[src/rtl/nst_pkg.sv]
package nst_pkg;

    localparam int NAME_W = 10;
    localparam int SLOT_W = 12;
    localparam int NIU_W  = 11;

    localparam logic [NIU_W-1:0] NIU_RESET = 11'd1024;

    typedef enum logic [1:0] {
        OP_LOOKUP = 2'd0,
        OP_LOAD   = 2'd1,
        OP_REMOVE = 2'd2,
        OP_CLEAR  = 2'd3
    } op_t;

    typedef enum logic [1:0] {
        ST_OK      = 2'd0,
        ST_RANGE   = 2'd1,
        ST_ABSENT  = 2'd2,
        ST_PRESENT = 2'd3
    } status_t;

    typedef struct packed {
        op_t               opcode;
        logic [NAME_W-1:0] name;
        logic [SLOT_W-1:0] slot;
    } req_t;

    typedef struct packed {
        logic              found;
        logic [SLOT_W-1:0] slot_out;
        status_t           status;
    } rsp_t;

    // valid bit array control from the decision stage
    typedef struct packed {
        logic set;
        logic clr;
        logic flush;
    } vb_ctl_t;

endpackage

[src/rtl/nst_regs.sv]
module nst_regs (
    input  logic                       clk,
    input  logic                       rst_n,
    input  logic                       psel,
    input  logic                       penable,
    input  logic                       pwrite,
    input  logic [2:0]                 paddr,
    input  logic [31:0]                pwdata,
    output logic [31:0]                prdata,
    output logic                       pready,
    output logic [nst_pkg::NIU_W-1:0]  names_in_use
);

    localparam logic REG_NAMES_IN_USE = 1'b0;

    logic [nst_pkg::NIU_W-1:0] niu_reg;
    logic [nst_pkg::NIU_W-1:0] niu_next;
    logic                      wr_en;

    assign pready = 1'b1;
    assign wr_en  = psel && penable && pwrite && pready;

    always_comb
    begin
        niu_next = niu_reg;
        if (wr_en && paddr[2] == REG_NAMES_IN_USE)
        begin
            niu_next = pwdata[nst_pkg::NIU_W-1:0];
        end
    end

    always_ff @(posedge clk or negedge rst_n)
    begin
        if (!rst_n)
        begin
            niu_reg <= nst_pkg::NIU_RESET;
        end
        else
        begin
            niu_reg <= niu_next;
        end
    end

    always_comb
    begin
        unique case (paddr[2])
            REG_NAMES_IN_USE: prdata = {{(32 - nst_pkg::NIU_W){1'b0}}, niu_reg};
            default:          prdata = '0;
        endcase
    end

    assign names_in_use = niu_reg;

endmodule
[config.mk]
export PLATFORM = sky130hd
export DESIGN_NAME = nst_regs
export DESIGN_NICKNAME = d
export VERILOG_FILES = /design/src/rtl/nst_pkg.sv /design/src/rtl/nst_regs.sv
export SDC_FILE = /design/constraint.sdc
export NUM_CORES = 1
export LEC_CHECK = 0
export ABC_CLOCK_PERIOD_IN_PS = 900
export BUFFER_PORTS_ARGS = -buffer_cell sky130_fd_sc_hd__buf_2
export CELL_PAD_IN_SITES_DETAIL_PLACEMENT = 0
export CELL_PAD_IN_SITES_GLOBAL_PLACEMENT = 1
export CORE_MARGIN = 3
export CORE_UTILIZATION = 22
export DETAILED_ROUTE_END_ITERATION = 10
export PLACE_DENSITY_LB_ADDON = 0.15
export SYNTH_ARGS = -nofsm -noshare
export SYNTH_HDL_FRONTEND = slang
export SYNTH_SLANG_ARGS = --single-unit
[constraint.sdc]
create_clock -name clk -period 0.9 [get_ports clk]
set_input_delay 0.18 -clock clk [delete_from_list [all_inputs] [get_ports clk]]
set_output_delay 0.18 -clock clk [all_outputs]
set_load 0.05 [all_outputs]
==> results.toml <==
[pwr]
netSwitchingPower_uw = 1320
clockPowerShare_pct = 11.8
power_frac_seq_pct = 25.8
p_sw_share_pct = 45.8
p_per_area_nw_per_um2 = 2330
p_leak_uw = 0.000653
power.internal_uw = 1560
ir_drop_mv = 0.572
combPwrFrac_pct = 62.5

[grt]
antenna_found_initial = 0
grt_max_degree = 12
globalRouteOverflowTotal = 0
grt_pass1_vias = 494
grt_pass1_wl_um = 2550
grt_usage_pct = 8.53

[floorplan]
start_util_pct = 23.4
row_count = 20
coreArea_um2 = 3080
die_w_um = 63.2
dieHeight_um = 63.2
die_area_um2 = 3990
ios = 84

[setup_path]
crit_arrival_ns = 1.08
required_ns = 0.72
critPathLaunch = "names_in_use[10]$_DFFE_PN1P_"
crit_type = "register to output port"
cpPeakStageDelay_ns = 0.53
cp_max_fo = 2
path_buf_inv = 1
end_kind = "output port"
rrSetupSlack_ns = -0.01
crit_family = "flip-flops"
r2r_start = "names_in_use[2]$_DFFE_PN0P_"
crit_chain = "nor2b_4 -> buf_6"
cp_slowest_cell = "dfstp_2"
setup.worst_path.start_class = "register"

[clock_tree]
cts_htree_levels = 1
numCtsBuffers = 3
cts_sinks = 11
cts.clk_slew.worst_paths_ns = 0.08
cts_root_buf = "clkbuf_4"
insertion_delay_ns = 0.26
cts_tree = "built"
cts_buffer_depth = 2

[sta]
hold_viol_final = 0
rsz0062_at_grt = "yes"
holdWs_ns = 0.139
slew_viol_final = 0
timing.final.ws_setup_ns = -0.365
finalSetupViolations = 23
period_needed_ns = 1.26
fmax_ghz = 0.791
finalClockSkew_ns = 0
layout_worst_path_cycle_share_pct = 141

[flow_run]
drv_cap = 0

[layout]
fin_nets = 148
layout_commonest_cell = "conb_1"
drive_gt1_share_pct = 77.6
finalNonFillerCells = 151
area_growth_pct = 71.5
antennaDiodeCount = 0
largest_reg_flops = 11
final_cell_mix = "conb_1, buf_6, buf_2, mux2_4"

[place]
dp_cells = 142
gp_congestion = 0.627
io_buffers = 38
dp_hpwl_um = 1220

[routing]
drc = 0
ant_nets = 0
num_vias = 512
viasPerCell = 3.39
drt-total-wl_um = 1690
wl_per_cell_um = 11.2
first_pass_iters = 4
drtIter0Drc = 7

[outcome]
violations = "negative setup slack"
status = "finished, violations left"

[synth]
ys_seq_elements = 11
synthCells = 60
yosys_warnings = 0
ys_seq_area_share_pct = 38.4
yosysUniqueCellTypes = 11
syn_area_um2 = 719
avgSynthCellArea_um2 = 12.0

[min_path]
hp-class = "input port to register"
min-delay-start = "pwdata[10]"
## logic make-up after synthesis
group / share of synthesized area, %
multiplexers: 22.4
other: 1.04
AND/OR/NAND/NOR: 13.0
flip-flops: 38.4
buffers and inverters: 25.0
## power groups by stage
stage	clock, uW	sequential, uW	combinational, uW
floorplan	0	1110	845
global placement	0	716	1430
detailed placement	0	723	1430
CTS	365	734	1740
global route	389	759	1860
finish	339	741	1800
## final cells by class
type                    instances  area [um2]
clock buffers                   4        26.3
fillers                       304        1840
multi-input cells              45         419
flip-flops and latches         11         289
well taps                      44        55.1
repair buffers                 47         444
## path summary, 6_finish.rpt
path | to | cells past startpoint
max reg2reg | names_in_use[2]$_DFFE_PN0P_ | 2
min in group asynchronous | names_in_use[0]$_DFFE_PN0P_ | 2
min | names_in_use[10]$_DFFE_PN1P_ | 2
min reg2reg | names_in_use[4]$_DFFE_PN0P_ | 1
max in group asynchronous | names_in_use[10]$_DFFE_PN1P_ | 2
max | prdata[10] | 2
## routing by layer
layer	vias to the layer above	GRT usage, %	wire [um]
li1	243	-	-
met1	230	9.77	658
met2	37	13.8	823
met3	2	3.39	194
met4	0	4.04	14
met5	-	0	0
## through the flow
| stage | worst slack (ns) | TNS [ns] | utilization, % | cell area (um2) | total power, uW |
|---|---|---|---|---|---|
| floorplan | -0.340 | -2.13 | - | 890 | 1950 |
| global placement | -0.169 | -3.23 | 32.4 | 996 | 2140 |
| detailed placement | -0.182 | -3.30 | 32.4 | 996 | 2150 |
| CTS | -0.380 | -4.86 | 39.1 | 1200 | 2840 |
| global route | -0.407 | -5.56 | 40.1 | 1230 | 3010 |
| finish | -0.365 | -4.66 | 40.1 | 1230 | 2880 |
## synthesized netlist by cell type
cell	n	area share, %
conb_1	2	1.0
buf_4	22	23
nor2b_1	10	8.7
buf_6	1	1.6
and2b_1	1	1.0
mux2_4	10	21
mux2_2	1	1.6
dfstp_2	1	3.7
nand4b_4	1	3.3
dfrtp_1	10	35
clkbuf_1	1	0.52
## what timing repair did
action	4_1_cts	5_1_grt
hold buffers	1	0
hold endpoints to repair	10	0
buffers inserted	3	1
setup endpoints to repair	22	24
gates cloned	0	0
gates resized for setup	47	6
## worst reg2reg max path, cell delays in order (launching register included)
cell and delay (ns):
dfrtp_2 0.44, buf_6 0.12, mux2_4 0.24
(Power assumes the default switching activity.)
